--- src/sv/twrc_pkg.sv ---
// Shared types and constants for the time window route checker.
// Depends on nothing; every other file uses it.
`default_nettype none

package twrc_pkg;

    localparam int TIME_BITS_DEFAULT = 24;
    localparam int LOAD_BITS_DEFAULT = 20;

    localparam int FIELD_TIME_W = 24;
    localparam int FIELD_DEMAND_W = 16;
    localparam int CAP_W = 20;

    localparam logic [CAP_W-1:0] CAP_RESET = {CAP_W{1'b1}};
    localparam logic [FIELD_TIME_W-1:0] OUT_TIME_MAX = {FIELD_TIME_W{1'b1}};

    typedef struct packed {
        logic                      visit_is_depot;
        logic [FIELD_TIME_W-1:0]   travel_time;
        logic [FIELD_TIME_W-1:0]   open_time;
        logic [FIELD_TIME_W-1:0]   close_time;
        logic [FIELD_TIME_W-1:0]   service_duration;
        logic [FIELD_DEMAND_W-1:0] demand;
        logic                      last_visit;
    } visit_t;

    typedef struct packed {
        logic [FIELD_TIME_W-1:0] service_start;
        logic                    late;
        logic                    overloaded;
        logic                    sequence_feasible;
        logic                    sequence_done;
    } result_t;

    typedef struct packed {
        logic   valid;
        visit_t data;
    } stage_t;

endpackage

`default_nettype wire

--- src/sv/twrc_result_if.sv ---
// Result channel: valid/ready handshake carrying one result per transfer.
// Depends on twrc_pkg.
`default_nettype none

interface twrc_result_if;
    logic             valid;
    logic             ready;
    twrc_pkg::result_t data;

    modport source (output valid, output data, input ready);
    modport sink (input valid, input data, output ready);
endinterface

`default_nettype wire

--- src/sv/twrc_route_core.sv ---
// Route state, time window and load checks, and the result register.
// Depends on twrc_pkg and twrc_result_if.
`default_nettype none

module twrc_route_core #(
    parameter int TIME_BITS = twrc_pkg::TIME_BITS_DEFAULT,
    parameter int LOAD_BITS = twrc_pkg::LOAD_BITS_DEFAULT
) (
    input  wire logic                      clk,
    input  wire logic                      rst_n,
    input  twrc_pkg::stage_t               stage,
    output logic                           take,
    input  wire logic                      cfg_we,
    input  wire logic [twrc_pkg::CAP_W-1:0] cfg_wdata,
    twrc_result_if.source                  result
);
    import twrc_pkg::*;

    localparam int TEW = (TIME_BITS > FIELD_TIME_W) ? TIME_BITS : FIELD_TIME_W;
    localparam int LEW = (LOAD_BITS > CAP_W) ? LOAD_BITS : CAP_W;
    localparam logic [TIME_BITS-1:0] TIME_MAX = {TIME_BITS{1'b1}};
    localparam logic [LOAD_BITS-1:0] LOAD_MAX = {LOAD_BITS{1'b1}};
    localparam logic [TEW-1:0] TIME_MAX_EXT = TEW'(TIME_MAX);
    localparam logic [TEW-1:0] OUT_MAX_EXT = TEW'(OUT_TIME_MAX);

    logic [CAP_W-1:0]     capacity_reg;
    logic [TIME_BITS-1:0] departure_reg;
    logic [TIME_BITS-1:0] departure_next;
    logic [LOAD_BITS-1:0] load_reg;
    logic [LOAD_BITS-1:0] load_next;
    logic                 any_late_reg;
    logic                 any_late_next;
    logic                 any_over_reg;
    logic                 any_over_next;
    logic                 out_valid_reg;
    logic                 out_valid_next;
    result_t              out_data_reg;
    result_t              out_data_next;

    logic [TEW-1:0]       travel_ext;
    logic [TEW-1:0]       ready_ext;
    logic [TEW-1:0]       service_ext;
    logic [TEW-1:0]       start_ext;
    logic [TIME_BITS-1:0] travel_c;
    logic [TIME_BITS-1:0] ready_c;
    logic [TIME_BITS-1:0] service_c;
    logic [TIME_BITS:0]   arrive_sum;
    logic [TIME_BITS-1:0] arrive;
    logic [TIME_BITS-1:0] start;
    logic [TIME_BITS:0]   depart_sum;
    logic [LOAD_BITS:0]   load_sum;
    logic [LOAD_BITS-1:0] load_new;
    logic                 late;
    logic                 over;

    assign take = stage.valid && (!out_valid_reg || result.ready);

    always_comb
    begin
        travel_ext  = TEW'(stage.data.travel_time);
        ready_ext   = TEW'(stage.data.open_time);
        service_ext = TEW'(stage.data.service_duration);
        travel_c  = (travel_ext > TIME_MAX_EXT) ? TIME_MAX : travel_ext[TIME_BITS-1:0];
        ready_c   = (ready_ext > TIME_MAX_EXT) ? TIME_MAX : ready_ext[TIME_BITS-1:0];
        service_c = (service_ext > TIME_MAX_EXT) ? TIME_MAX : service_ext[TIME_BITS-1:0];

        arrive_sum = {1'b0, departure_reg} + {1'b0, travel_c};
        arrive = arrive_sum[TIME_BITS] ? TIME_MAX : arrive_sum[TIME_BITS-1:0];
        load_sum = {1'b0, load_reg} + (LOAD_BITS + 1)'(stage.data.demand);

        if (stage.data.visit_is_depot)
        begin
            start      = '0;
            depart_sum = '0;
            load_new   = '0;
        end
        else
        begin
            start      = (arrive > ready_c) ? arrive : ready_c;
            depart_sum = {1'b0, start} + {1'b0, service_c};
            load_new   = load_sum[LOAD_BITS] ? LOAD_MAX : load_sum[LOAD_BITS-1:0];
        end

        start_ext = TEW'(start);
        late = start_ext > TEW'(stage.data.close_time);
        over = LEW'(load_new) > LEW'(capacity_reg);

        out_data_next.service_start = (start_ext > OUT_MAX_EXT)
                                      ? OUT_TIME_MAX : start_ext[FIELD_TIME_W-1:0];
        out_data_next.late = late;
        out_data_next.overloaded = over;
        out_data_next.sequence_feasible = stage.data.last_visit
                                          && !(any_late_reg || late)
                                          && !(any_over_reg || over);
        out_data_next.sequence_done = stage.data.last_visit;
    end

    always_comb
    begin
        departure_next = departure_reg;
        load_next      = load_reg;
        any_late_next  = any_late_reg;
        any_over_next  = any_over_reg;
        if (take)
        begin
            if (stage.data.last_visit)
            begin
                departure_next = '0;
                load_next      = '0;
                any_late_next  = 1'b0;
                any_over_next  = 1'b0;
            end
            else
            begin
                departure_next = depart_sum[TIME_BITS] ? TIME_MAX
                                                       : depart_sum[TIME_BITS-1:0];
                load_next      = load_new;
                any_late_next  = any_late_reg || late;
                any_over_next  = any_over_reg || over;
            end
        end
    end

    always_comb
    begin
        out_valid_next = out_valid_reg;
        if (take)
        begin
            out_valid_next = 1'b1;
        end
        else if (result.ready)
        begin
            out_valid_next = 1'b0;
        end
    end

    always_ff @(posedge clk or negedge rst_n)
    begin
        if (!rst_n)
        begin
            capacity_reg  <= CAP_RESET;
            departure_reg <= '0;
            load_reg      <= '0;
            any_late_reg  <= 1'b0;
            any_over_reg  <= 1'b0;
            out_valid_reg <= 1'b0;
        end
        else
        begin
            if (cfg_we)
            begin
                capacity_reg <= cfg_wdata;
            end
            departure_reg <= departure_next;
            load_reg      <= load_next;
            any_late_reg  <= any_late_next;
            any_over_reg  <= any_over_next;
            out_valid_reg <= out_valid_next;
        end
    end

    always_ff @(posedge clk)
    begin
        if (take)
        begin
            out_data_reg <= out_data_next;
        end
    end

    assign result.valid = out_valid_reg;
    assign result.data = out_data_reg;

endmodule

`default_nettype wire

--- src/flat_wrapper.sv ---
// flat-port wrapper written by rule: the top's interface ports become plain ports
module twrc_route_core_flat import twrc_pkg::*;
#(
    parameter int TIME_BITS = twrc_pkg::TIME_BITS_DEFAULT,
    parameter int LOAD_BITS = twrc_pkg::LOAD_BITS_DEFAULT
)
  (clk, rst_n, stage, take, cfg_we, cfg_wdata, result_valid, result_data, result_ready);
  twrc_result_if result_i ();
  input  wire logic clk;
  input  wire logic rst_n;
  input  twrc_pkg::stage_t stage;
  output logic take;
  input  wire logic cfg_we;
  input  wire logic [twrc_pkg::CAP_W-1:0] cfg_wdata;
  output wire logic [$bits(result_i.valid)-1:0] result_valid;
  output wire logic [$bits(result_i.data)-1:0] result_data;
  input wire logic [$bits(result_i.ready)-1:0] result_ready;
  assign result_valid = result_i.valid;
  assign result_data = result_i.data;
  assign result_i.ready = result_ready;
  twrc_route_core #(.TIME_BITS(TIME_BITS), .LOAD_BITS(LOAD_BITS)) u_core (.clk(clk), .rst_n(rst_n), .stage(stage), .take(take), .cfg_we(cfg_we), .cfg_wdata(cfg_wdata), .result(result_i));
endmodule
--- config.mk ---
export PLATFORM = sky130hd
export DESIGN_NAME = twrc_route_core_flat
export DESIGN_NICKNAME = d
export VERILOG_FILES = /design/src/sv/twrc_pkg.sv /design/src/sv/twrc_result_if.sv /design/src/sv/twrc_route_core.sv /design/src/flat_wrapper.sv
export SDC_FILE = /design/constraint.sdc
export NUM_CORES = 1
export LEC_CHECK = 0
export BUFFER_PORTS_ARGS = -buffer_cell sky130_fd_sc_hd__buf_2
export CELL_PAD_IN_SITES_DETAIL_PLACEMENT = 1
export CELL_PAD_IN_SITES_GLOBAL_PLACEMENT = 2
export CORE_ASPECT_RATIO = 0.5
export CORE_MARGIN = 3
export CORE_UTILIZATION = 34
export DETAILED_ROUTE_END_ITERATION = 7
export MAX_ROUTING_LAYER = met4
export PLACE_DENSITY_LB_ADDON = 0.2
export SYNTH_ARGS = -nofsm -noshare
export SYNTH_HDL_FRONTEND = slang
export SYNTH_SLANG_ARGS = --single-unit
--- constraint.sdc ---
create_clock -name clk -period 8.7 [get_ports clk]
set_clock_uncertainty 0.15 [all_clocks]
set_input_delay 0.87 -clock clk [delete_from_list [all_inputs] [get_ports clk]]
set_output_delay 0.87 -clock clk [all_outputs]
set_load 0.1 [all_outputs]
==> results of run 1 <==
## cells by family after synthesis
family | after synthesis
muxes | 21
AOI/OAI and AO/OA | 340
and+or+nand+nor | 371
adders and majority gates | 135
xor gates and xnor gates | 49
DFF | 95
buffers and inverters | 163
## cell usage after synthesis, drive strengths merged, types with 18 or more instances
library cell / count / area, um2
nor2: 108 / 405
ha: 132 / 1650
xnor2: 33 / 289
nand2: 118 / 443
a21oi: 88 / 440
a21o: 46 / 345
nand3: 19 / 95.1
clkbuf: 58 / 218
edfxtp: 28 / 841
o21ai: 100 / 500
nand4: 22 / 144
nand2b: 18 / 113
inv: 93 / 349
mux2: 18 / 203
dfstp: 20 / 526
nor2b: 40 / 250
dfrtp: 47 / 1180
## routing by layer
| layer | part of all wire [%] | up-vias |
|---|---|---|
| li1 | - | 4409 |
| met1 | 51 | 4354 |
| met2 | 46 | 103 |
| met3 | 2.6 | 23 |
| met4 | 0.98 | 0 |
| met5 | 0 | - |
## power by group through the flow
stage               logic, mW  registers (mW)  clock network, mW
CTS                      3.30           0.693              0.457
floorplan                2.24           0.855                  0
global route             3.71           0.704              0.471
finish                   3.34           0.695              0.437
detailed placement       3.28           0.701                  0
global placement         3.22           0.699                  0
## final cells by class
type,instances,area (um2)
clock buffers,13,283
clock inverters,3,28.8
fillers,3352,15900
inverters,93,349
multi-input cells,916,6300
flip-flops and latches,95,2540
well taps,374,468
repair buffers,188,991
## final timing paths
check / startpoint / endpoint / slack [ps] / depth (start not counted)
worst max-delay path: stage[89] / u_core.departure_reg[18]$_DFFE_PN0P_ / 510 / 28
worst min-delay path: u_core.load_reg[11]$_DFFE_PN0P_ / u_core.load_reg[11]$_DFFE_PN0P_ / 350 / 2
worst max register to register: u_core.departure_reg[0]$_DFFE_PN0P_ / u_core.departure_reg[18]$_DFFE_PN0P_ / 690 / 27
worst min register to register: u_core.load_reg[11]$_DFFE_PN0P_ / u_core.load_reg[11]$_DFFE_PN0P_ / 350 / 2
max in group asynchronous: rst_n / u_core.departure_reg[19]$_DFFE_PN0P_ / 7240 / 2
min in group asynchronous: rst_n / u_core.load_reg[10]$_DFFE_PN0P_ / 560 / 2
## worst min-delay path: cells and delay by family, from the launching register on
kind	cells	cell delay, ps
AOI/OAI and AO/OA	1	60
DFF	1	350
and+or+nand+nor	1	50
## timing repair
action	4_1_cts	5_1_grt
resized for setup	0	2
setup endpoints to repair	0	24
endpoints found under the hold margin	0	0
setup buffers	0	4
## layout by cell type, fill, tap and decap left out, types with 10 or more instances in the layout
cell type	netlist	final
sky130_fd_sc_hd__dfstp_2	20	20
sky130_fd_sc_hd__dfrtp_1	47	47
sky130_fd_sc_hd__o211ai_1	16	16
sky130_fd_sc_hd__nor2_1	108	108
sky130_fd_sc_hd__clkbuf_16	0	11
sky130_fd_sc_hd__and3_1	10	10
sky130_fd_sc_hd__xor2_1	16	16
sky130_fd_sc_hd__nand2_1	118	118
sky130_fd_sc_hd__buf_4	4	20
sky130_fd_sc_hd__xnor2_1	33	33
sky130_fd_sc_hd__mux2_2	18	18
sky130_fd_sc_hd__a21o_1	46	46
sky130_fd_sc_hd__a31oi_1	15	15
sky130_fd_sc_hd__nand3_1	19	19
sky130_fd_sc_hd__nor3_1	15	15
sky130_fd_sc_hd__ha_1	132	132
sky130_fd_sc_hd__buf_2	6	168
sky130_fd_sc_hd__o21a_1	14	14
sky130_fd_sc_hd__nand4_1	21	21
sky130_fd_sc_hd__o21ai_0	95	95
sky130_fd_sc_hd__inv_1	93	92
sky130_fd_sc_hd__a21oi_1	88	88
sky130_fd_sc_hd__nand2b_1	18	18
sky130_fd_sc_hd__nor2b_1	40	40
sky130_fd_sc_hd__edfxtp_1	28	28
sky130_fd_sc_hd__a311oi_1	12	12
==> summary by stage, run 1 <==
Detailed routing
In the routed design, unresolved DRC markers number 0. The count of nets left with antenna violations once routing finished came out at 0. The detailed-routing iteration count for the pre-antenna-repair pass is 4. The average vias per placed instance is 5.28.

After detailed routing, the average wire length per cell comes to 19.4 um. The routed design has 32,600 um of wire. The total via count after detailed routing is 8,889. In this run, the number of DRC markers left after iteration 0 of detailed routing was 394.

Logic synthesis
Sequential elements use 26.8% of the synthesized area. The combined area of all synthesized cells is 9480 um2. In this run, synthesis inferred 28 flip-flops with an integrated enable. Among all flip-flop cells after synthesis, the most frequent one is sky130_fd_sc_hd__dfrtp_1. Synthesis instantiated 60 different standard cells from the library. The post-synth net total is 1,448. Of all flip-flops after synthesis, the portion carrying an async set or reset was 70.5%. The portion of netlist area occupied by mux cells is 2.46%. In the synthesized netlist, the number of instances is 1,174. Summing the areas of all compound-gate instances in the mapped netlist gives 23.0% of the synthesized area. The yosys synthesis warning count is 0. Summing the areas of all fa, ha and maj instances in the mapped netlist gives 18.1% of the synthesized area. Dividing the synthesized area by the synthesized cell count gives 8.07 um2. The synthesized design contains 95 register bits.

The simple-gate area share of the yosys netlist is 18.4%. The xor/xnor share of the synthesized area is 4.53%. The dominant combinational cell family by area after synthesis is compound AO/OA/AOI/OAI gates.

Timing
The shortest period the worst path allows is 8190 ps. The maximum clock frequency is 122 MHz. The number of max-slew violations in the final report came to 0. The relative max-transition margin is 17.8%.

For the final routed database, the setup TNS stands at 0 ps. After layout, the worst path uses 94.1% of the clock period. The worst setup margin is 515 ps.

Hold is met by 346 ps. Setup violations remaining at the end of the flow were counted as 0. The total count of hold-check failures in the final report is 0. Setup repair after global routing left no endpoint under its margin.

For the pin with the worst max-slew slack, the measured transition is 1230 ps.

Pwr
Across the VDD grid, the largest voltage drop is 157 uV. Of the total power, the clock network draws 9.8%. The sum of internal, switching and leakage power is 4.47 mW. The fraction of power consumed by combinational cells is 74.7%.

The share of total power in sequential cells is 15.6%. Power spread over the standard cell area amounts to 408 nW/um2. For this design the total switching power over the nets is 2.38 mW.

The cell-internal power is 2.09 mW. The share of total power consumed by net switching is 53.2%. The total leakage power is 5.39 nW.

Critical path
The path type of the worst setup path is in2reg. The buffer and inverter count on the worst path is 3. The data required time at the worst endpoint is 8800 ps. The worst setup path is captured at a flop. The worst setup path is launched from a primary input.

The worst endpoint data arrival time is 8290 ps. The largest delay contributor family on the critical path is compound AO/OA/AOI/OAI gates. The peak fanout along the critical path is 21. Among all stages on the critical path, the largest delay is contributed by sky130_fd_sc_hd__or4_1. The largest stage delay on the critical path is 530 ps.

Min path
The worst hold path class is reg2reg.

Die
The initial utilization of the core area, before any placement, comes to 35.2%. Pin placement for this block handled 169 I/O pins. The die boundary width is 242 um.

The floorplan core area is 26,900 um2. The die footprint is 30,000 um2. The die boundary height is 124 um. The floorplan has 42 rows.

Placed design
Once placement completed, the tool counted placed cells totaling 1,662. The setup slack after placement is -161 ps. Detailed placement finished with a half-perimeter wire length of 26,400 um.

Routability-driven placement finished with a final weighted congestion of 0.892. The standard cell area after detailed placement is 10,600 um2. The count of input and output buffers is 168.

Outcome
The run finished with clean final reports.

Global route
The total overflow left after global routing is 0. The met2 track demand over resource is 36.2%. The maximum number of pins on one net before global-route repair is 72.

The global routing usage on met1 is 30.0%. The first global-routing pass estimated 50,200 um of wire. The number of global-route vias before repair was 9,192. The routing layer with the top usage in global route is met2.

The initial antenna violation count was 1. The overall track demand over capacity in global routing is 22.3%. Global routing consumed, on the met3 layer, 3.46% of the routing resources.

Layout
The register with the most flip-flops in the layout has 28 of them. Cells fill 40.7% of the core in the end. The net count of the finished layout is 1,577. The diode insertion count for antenna repair is 0. The count of placed standard cells in the final layout, fillers left out is 1,682. The post-route cell area is 11,000 um2. The post-route netlist has 19.3% of its cells at a drive strength greater than 1.

The layout-stage area growth over the synthesis result is 15.7%.

CTS
The H-tree generated during clock tree synthesis spans 3 levels. The clock tree root buffer cell is sky130_fd_sc_hd__clkbuf_16. The clock reaches the later pin of the worst-skew pair after 370 ps. For this design, the sink count on the clock tree is 95. Counting the buffers created by CTS gives 9. The number of buffers on the longest clock path is 2. After clock tree synthesis, the clock-pin slew on the worst setup and hold paths is 80 ps.

The count of hold buffers inserted by post-cts repair is 0. TritonCTS built the clock tree.

Run
Across the run, the number of max-cap violations was 0.
Power figures use the tool's default switching activity.
==> inputs of run 2 (changes only) <==
- RECOVER_POWER: not set -> 100
==> run 2 against run 1 <==
Compared with the run above: the run now ends with max-capacitance violations, max-slew violations left; worst hold slack barely moved; sequential power about the same; global-route usage is the same; clock-buffer cell count unchanged; routed wire length grew 0.11%; register-to-register slack about the same; sequential share of layout area increased by 0.12 points; non-clock buffer count unchanged; fmax increased by 0.18%; critical endpoint is now u_core.departure_reg[23]$_DFFE_PN0P_; largest cell class unchanged; largest power group unchanged; highest routed layer unchanged.
==> summary by stage, run 2 (same netlist as run 1, synthesis figures left out) <==
Pwr
The cell-internal power is 2.06 mW. In this run, the clock network consumes 9.9% of the power. Summed over all nets, the switching power comes to 2.38 mW. The analysis attributes to cell leakage a power of 5.28 nW.

The sum of internal, switching and leakage power is 4.44 mW. Across the VDD grid, the largest voltage drop is 157 uV. In this run the power density over the cells is 407 nW/um2. The share of total power consumed by net switching is 53.5%. Combinational logic burns 74.5% of the power. Sequential cells burn 15.6% of the power.

CTS
The H-tree depth is 3. Clock-pin slew was measured on the worst setup and hold paths at 80 ps. The tree is rooted in a sky130_fd_sc_hd__clkbuf_16. The insertion delay of the later-clocked pin in the worst-skew pair is 380 ps.

For this design, the CTS-stage hold fixing added 0 buffers. The number of clock buffers added by TritonCTS is 9. The CTS sink count is 95. The number of buffers on the longest clock path is 2.

The TritonCTS clock tree is yes.

Critical path
The largest delay contributor family on the critical path is compound AO/OA/AOI/OAI gates. The critical path is of the in2reg type. The cell at the slowest stage of the critical path is sky130_fd_sc_hd__or4_1. The path depth of the worst reg2reg path is 27. The endpoint class of the critical path is a flop. On the worst path, the slowest cell contributes a delay of 530 ps. STA puts the critical path data required time at 8740 ps. The buffer and inverter count on the worst path is 3. STA classifies the critical path startpoint as a primary input. The startpoint identified for the worst register-to-register timing path is u_core.departure_reg[0]$_DFFE_PN0P_.

The peak fanout along the critical path is 21. The setup slack of the worst register-to-register path is 700 ps. The worst reg2reg path endpoint is u_core.departure_reg[23]$_DFFE_PN0P_. STA puts the critical path data arrival time at 8210 ps.

Outcome
The flow ran to the end, but the final reports show violations. The final reports fail on max-capacitance violations, max-slew violations.

Layout
Cells with a size suffix above 1 make up 15.7% of the layout. The register with the most flip-flops in the layout has 28 of them. The diode insertion count for antenna repair is 0. The layout-stage area growth over the synthesis result is 15.1%.

The end-of-flow core utilization is 40.5%. At the end of the flow, the number of nets in the layout was 1,577. The library cells used most frequently in the layout, excluding fill and tap cells, are 136 x sky130_fd_sc_hd__buf_2, 132 x sky130_fd_sc_hd__ha_1, 118 x sky130_fd_sc_hd__nand2_1, 108 x sky130_fd_sc_hd__nor2_1, 96 x sky130_fd_sc_hd__o21ai_0. The post-route cell area is 10,900 um2. Leaving out fill and tap cells, the most frequent cell in the layout is sky130_fd_sc_hd__buf_2.

Min path
The tightest min-delay check is of the reg2reg type. The startpoint identified for the worst hold timing path is u_core.load_reg[11]$_DFFE_PN0P_. For hold timing, the worst endpoint is u_core.load_reg[11]$_DFFE_PN0P_. The hold-critical path depth is 2.

Placed design
After legalization and detailed placement, the total HPWL measured 26,400 um. The standard cell area after detailed placement is 10,600 um2. At the end of routability-driven placement, the weighted congestion stood at 0.892.

Port buffering added 168 buffers.

Global route
The first-pass GRT wire length is 50,200 um. The number of global-route vias before repair is 9,192. The initial antenna violation count came to 1. The maximum number of pins on one net before global-route repair is 72. The remaining global-route overflow is 0. The overall track demand over capacity in global routing is 22.3%.

Timing
The total count of hold-check failures in the final report is 0. The shortest period the worst path allows is 8170 ps. After routing, the total negative slack on setup checks comes to 0 ps. Static timing analysis puts the maximum clock frequency at 122 MHz. The final hold slack is 346 ps. Measured against its own limit, the worst slew margin works out to -160%. After layout, the worst path uses 93.9% of the clock period.

The slew at the pin closest to its max-slew limit is 3900 ps. Setup violations remaining at the end of the flow were counted as 0. The number of max-slew violations in the final report is 68.

Setup repair after global routing left no endpoint under its margin.

Detailed routing
Detailed routing inserted a total of 8,923 vias. The routed wirelength normalized by instance count is 19.4 um. The total length of routed wires is 32,600 um. In the routed layout, each cell is associated on average with a via count of 5.30. The first TritonRoute pass finished after 5 iterations. The number of nets still failing antenna checks after routing is 0. The detailed-route DRC error count is 0. After the first detailed-routing iteration, the DRC count stood at 360.

Die
The die footprint is 30,000 um2. The die boundary height is 124 um. The effective utilization at floorplan is 35.2%.

Pin placement for this block handled 169 I/O pins. The row count is 42. Measured along the x axis, the die boundary spans 242 um.

The floorplan core area is 26,900 um2.

Run
The reported max-cap violation count is 1.
run 2: area by class of cell:
class,instances,area [um2]
Timing Repair Buffer,188,936
Clock inverter,3,28.8
Sequential cell,95,2540
Inverter,93,349
Tap cell,374,468
Clock buffer,13,283
Fill cell,3373,16000
Multi-Input combinational cell,916,6300
run 2: worst max-delay path by stage:
stage	endpoint	slack (ps)	start	cells past startpoint
finish	u_core.departure_reg[23]$_DFFE_PN0P_	530	stage[89]	28
global route	u_core.departure_reg[7]$_DFFE_PN0P_	30	stage[89]	27
CTS	u_core.departure_reg[18]$_DFFE_PN0P_	220	stage[89]	27
detailed placement	u_core.departure_reg[18]$_DFFE_PN0P_	-160	stage[89]	27
global placement	u_core.departure_reg[18]$_DFFE_PN0P_	90	stage[89]	27
floorplan	u_core.departure_reg[18]$_DFFE_PN0P_	960	stage[89]	28
run 2: what timing repair did:
action                     in CTS  in global routing
gates resized for setup         0                  2
buffers inserted                0                  4
setup endpoints to repair       0                 24
run 2: power by group through the flow:
stage	sequential, mW	combinational [mW]	clock, mW
floorplan	0.855	2.24	0
global placement	0.699	3.22	0
detailed placement	0.701	3.28	0
CTS	0.693	3.30	0.457
global route	0.705	3.68	0.471
finish	0.695	3.31	0.438
run 2: worst min-delay path, delay by kind of cell (launching register included):
kind               cells  cell delay (ps)
DFF                    1              350
and+or+nand+nor        1               50
AOI/OAI and AO/OA      1               60
run 2: stage by stage:
stage	instances	worst slack (ps)
after floorplan	1174	963
final	1682	530
after CTS	1678	218
after global routing	1682	25.6
after global placement	1662	91.7
after detailed placement	1662	-161
run 2: layer usage:
layer,global-route usage [%],vias to the layer above,share of wire [%]
li1,-,4408,-
met1,30.0,4380,50
met2,36.2,113,46
met3,3.46,22,3.1
met4,3.97,0,0.98
met5,-,-,0
==> inputs of run 3 (changes only) <==
- PLACE_DENSITY_LB_ADDON: 0.2 -> 0.1
==> run 3 against run 2 <==
Compared with the run above: the run still ends with max-capacitance violations, max-slew violations left; fmax barely moved; sequential power about the same; clock power is 6.2% lower.
==> summary by stage, run 3 (same netlist as run 1, synthesis figures left out) <==
Timing
The maximum clock frequency is 122 MHz. The smallest clock period supported by the final layout is computed as 8170 ps. The number of max-slew violations in the final report is 145. Setup repair after global routing left no endpoint under its margin. At the pin with the least slew margin, the transition time is 4020 ps. The total count of hold-check failures in the final report is 0. The post-route clock period utilization is 93.9%. The accumulated negative setup slack is 0 ps.

The relative max-transition margin is -168%. The final number of setup-violating endpoints is 0.

Layout
The layout-stage area growth over the synthesis result is 14.4%. The number of filler instances in the final layout is 3,366. The post-route cell area is 10,800 um2. Leaving out fill and tap cells, the most frequent cells in the layout are 136 x sky130_fd_sc_hd__buf_2, 132 x sky130_fd_sc_hd__ha_1, 118 x sky130_fd_sc_hd__nand2_1, 108 x sky130_fd_sc_hd__nor2_1, 96 x sky130_fd_sc_hd__o21ai_0. Once layout is complete, the utilization of the core stands at 40.3%. The most common library cell in the layout ignoring fill and taps is sky130_fd_sc_hd__buf_2.

The final net count is 1,573. The register with the most flip-flops in the layout has 28 of them. Cells with a size suffix above 1 make up 15.2% of the layout.

Pwr
The highest ir drop seen on vdd is 148 uV. The internal portion of the total power is 2.01 mW. The clock network accounts for 9.3% of the total power. The share of total power in sequential cells is 15.9%. Net switching is 54.2% of the power. The total leakage power is 5.25 nW. The power per cell area is 406 nW/um2. The sum of internal, switching and leakage power is 4.40 mW.

The fraction of power consumed by combinational cells is 74.8%. In this run the power spent charging and discharging nets is 2.39 mW.

Detailed routing
The final layout contains routed wiring with a total length of 33,300 um. For this block, the via count after detailed routing is 8,884. The detailed-routing iteration count for the pre-antenna-repair pass is 5. The detail route stage leaves a number of antenna-violating nets equal to 0. The first routing iteration left 362 violations.

The routed wirelength normalized by instance count is 19.8 um. For this run, design rule violations remaining after detail routing come to 0. The average vias per placed instance is 5.29.

Die
The row count is 42. In this run the vertical extent of the chip is 124 um. The floorplan step set the die width to 242 um. The floorplan core area is 26,900 um2. During I/O placement, the number of pins put on the boundary was 169. The effective utilization at floorplan is 35.2%. The die covers 30,000 um2.

Critical path
In this design, the critical path's most frequently occurring cell is sky130_fd_sc_hd__buf_4. In this run the worst setup path terminates at u_core.departure_reg[23]$_DFFE_PN0P_. Among all stages on the critical path, the largest delay is contributed by sky130_fd_sc_hd__or4_1. The largest delay contributor family on the critical path is compound AO/OA/AOI/OAI gates.

The worst setup path is of the in2reg kind. Tracing the worst setup path back leads to its startpoint at stage[89]. The largest single stage delay on the critical path is 520 ps.

The data required time at the worst endpoint is 8710 ps. The critical path contains buffers and inverters numbering 5 combined. The worst reg2reg path endpoint is u_core.departure_reg[23]$_DFFE_PN0P_. The critical path runs through a total of 29 cells. The worst endpoint data arrival time is 8180 ps. The setup slack of the worst register-to-register path is 700 ps. The path depth of the worst reg2reg path is 28.

The endpoint class of the critical path is a flop. The peak fanout along the critical path is 22. In this run the critical register-to-register path is launched from u_core.departure_reg[0]$_DFFE_PN0P_. The worst setup path is launched from a primary input.

Min path
The path class of the tightest hold or removal check is reg2reg. The hold-critical path depth is 1.

CTS
Clock-pin slew was measured on the worst setup and hold paths at 70 ps. The post-CTS resize count is 0. The root buffer cell chosen for the clock tree is sky130_fd_sc_hd__clkbuf_16. The clock reaches the later pin of the worst-skew pair after 380 ps. Clock tree synthesis inserted a total of 9 buffers.

No sink is reached through more buffers than the 2 on the longest clock path. TritonCTS built the clock tree. Clock tree synthesis found a total of 95 sinks. The H-tree depth is 3.

Global route
The remaining global-route overflow is 0. The first-pass GRT wire length is 51,300 um. Global routing used 22.9% of the available tracks across all layers. The maximum number of pins on one net before global-route repair is 68.

The initial antenna violation count is 3. The number of global-route vias before repair is 9,268.

Run
Across the run, the number of max-cap violations was 3.

Placed design
The final weighted congestion in routability-driven placement is 0.873. The count of input and output buffers is 168. Once detailed placement completed, the half-perimeter wirelength came to 26,900 um. The standard cell area after detailed placement is 10,600 um2.

Outcome
The run finished, with violations left. The final reports fail on max-capacitance violations, max-slew violations.
## run 3: metal layers
layer / up-vias / global-route usage (%) / share of wire (%)
li1: 4400 / - / -
met1: 4349 / 30.8 / 50
met2: 119 / 37.3 / 46
met3: 16 / 3.83 / 3.3
met4: 0 / 3.64 / 0.74
met5: - / - / 0
## run 3: worst min path at each step
stage	from	endpoint	slack, ps
after floorplan	u_core.departure_reg[14]$_DFFE_PN0P_	u_core.departure_reg[14]$_DFFE_PN0P_	290
after global placement	u_core.load_reg[6]$_DFFE_PN0P_	u_core.load_reg[6]$_DFFE_PN0P_	320
after detailed placement	u_core.any_late_reg$_DFFE_PN0P_	u_core.any_late_reg$_DFFE_PN0P_	320
after CTS	u_core.any_late_reg$_DFFE_PN0P_	u_core.any_late_reg$_DFFE_PN0P_	340
after global routing	u_core.any_late_reg$_DFFE_PN0P_	u_core.any_late_reg$_DFFE_PN0P_	360
final	u_core.any_late_reg$_DFFE_PN0P_	u_core.any_late_reg$_DFFE_PN0P_	340
## run 3: cell type report
cell class                      count  area, um2  area share, %
Antenna cell                        2       5.00         0.0462
Clock buffer                        9        225           2.08
Clock inverter                      7       55.1          0.508
Inverter                           93        349           3.22
Multi-Input combinational cell    916       6290           58.0
Sequential cell                    95       2540           23.4
Tap cell                          374        468           4.32
Timing Repair Buffer              184        906           8.35
## run 3: power by group through the flow
stage                     logic, mW  clock network, mW  registers [mW]
after global placement         3.23                  0           0.702
after CTS                      3.31              0.427           0.694
after global routing           3.67              0.444           0.708
after floorplan                2.24                  0           0.855
final                          3.29              0.411           0.698
after detailed placement       3.29                  0           0.703
## run 3: per-stage QoR
step / setup WS (ps) / cells / hold slack [ps]
final: 529 / 1680 / 339
after global routing: 78.7 / 1680 / 360
after CTS: 511 / 1676 / 343
after floorplan: 963 / 1174 / 293
after detailed placement: 117 / 1660 / 321
after global placement: 399 / 1660 / 318
## run 3: what timing repair did
item / CTS / global route
hold buffers: 0 / 0
buffers inserted: 0 / 2
endpoints found under the setup margin: 0 / 5
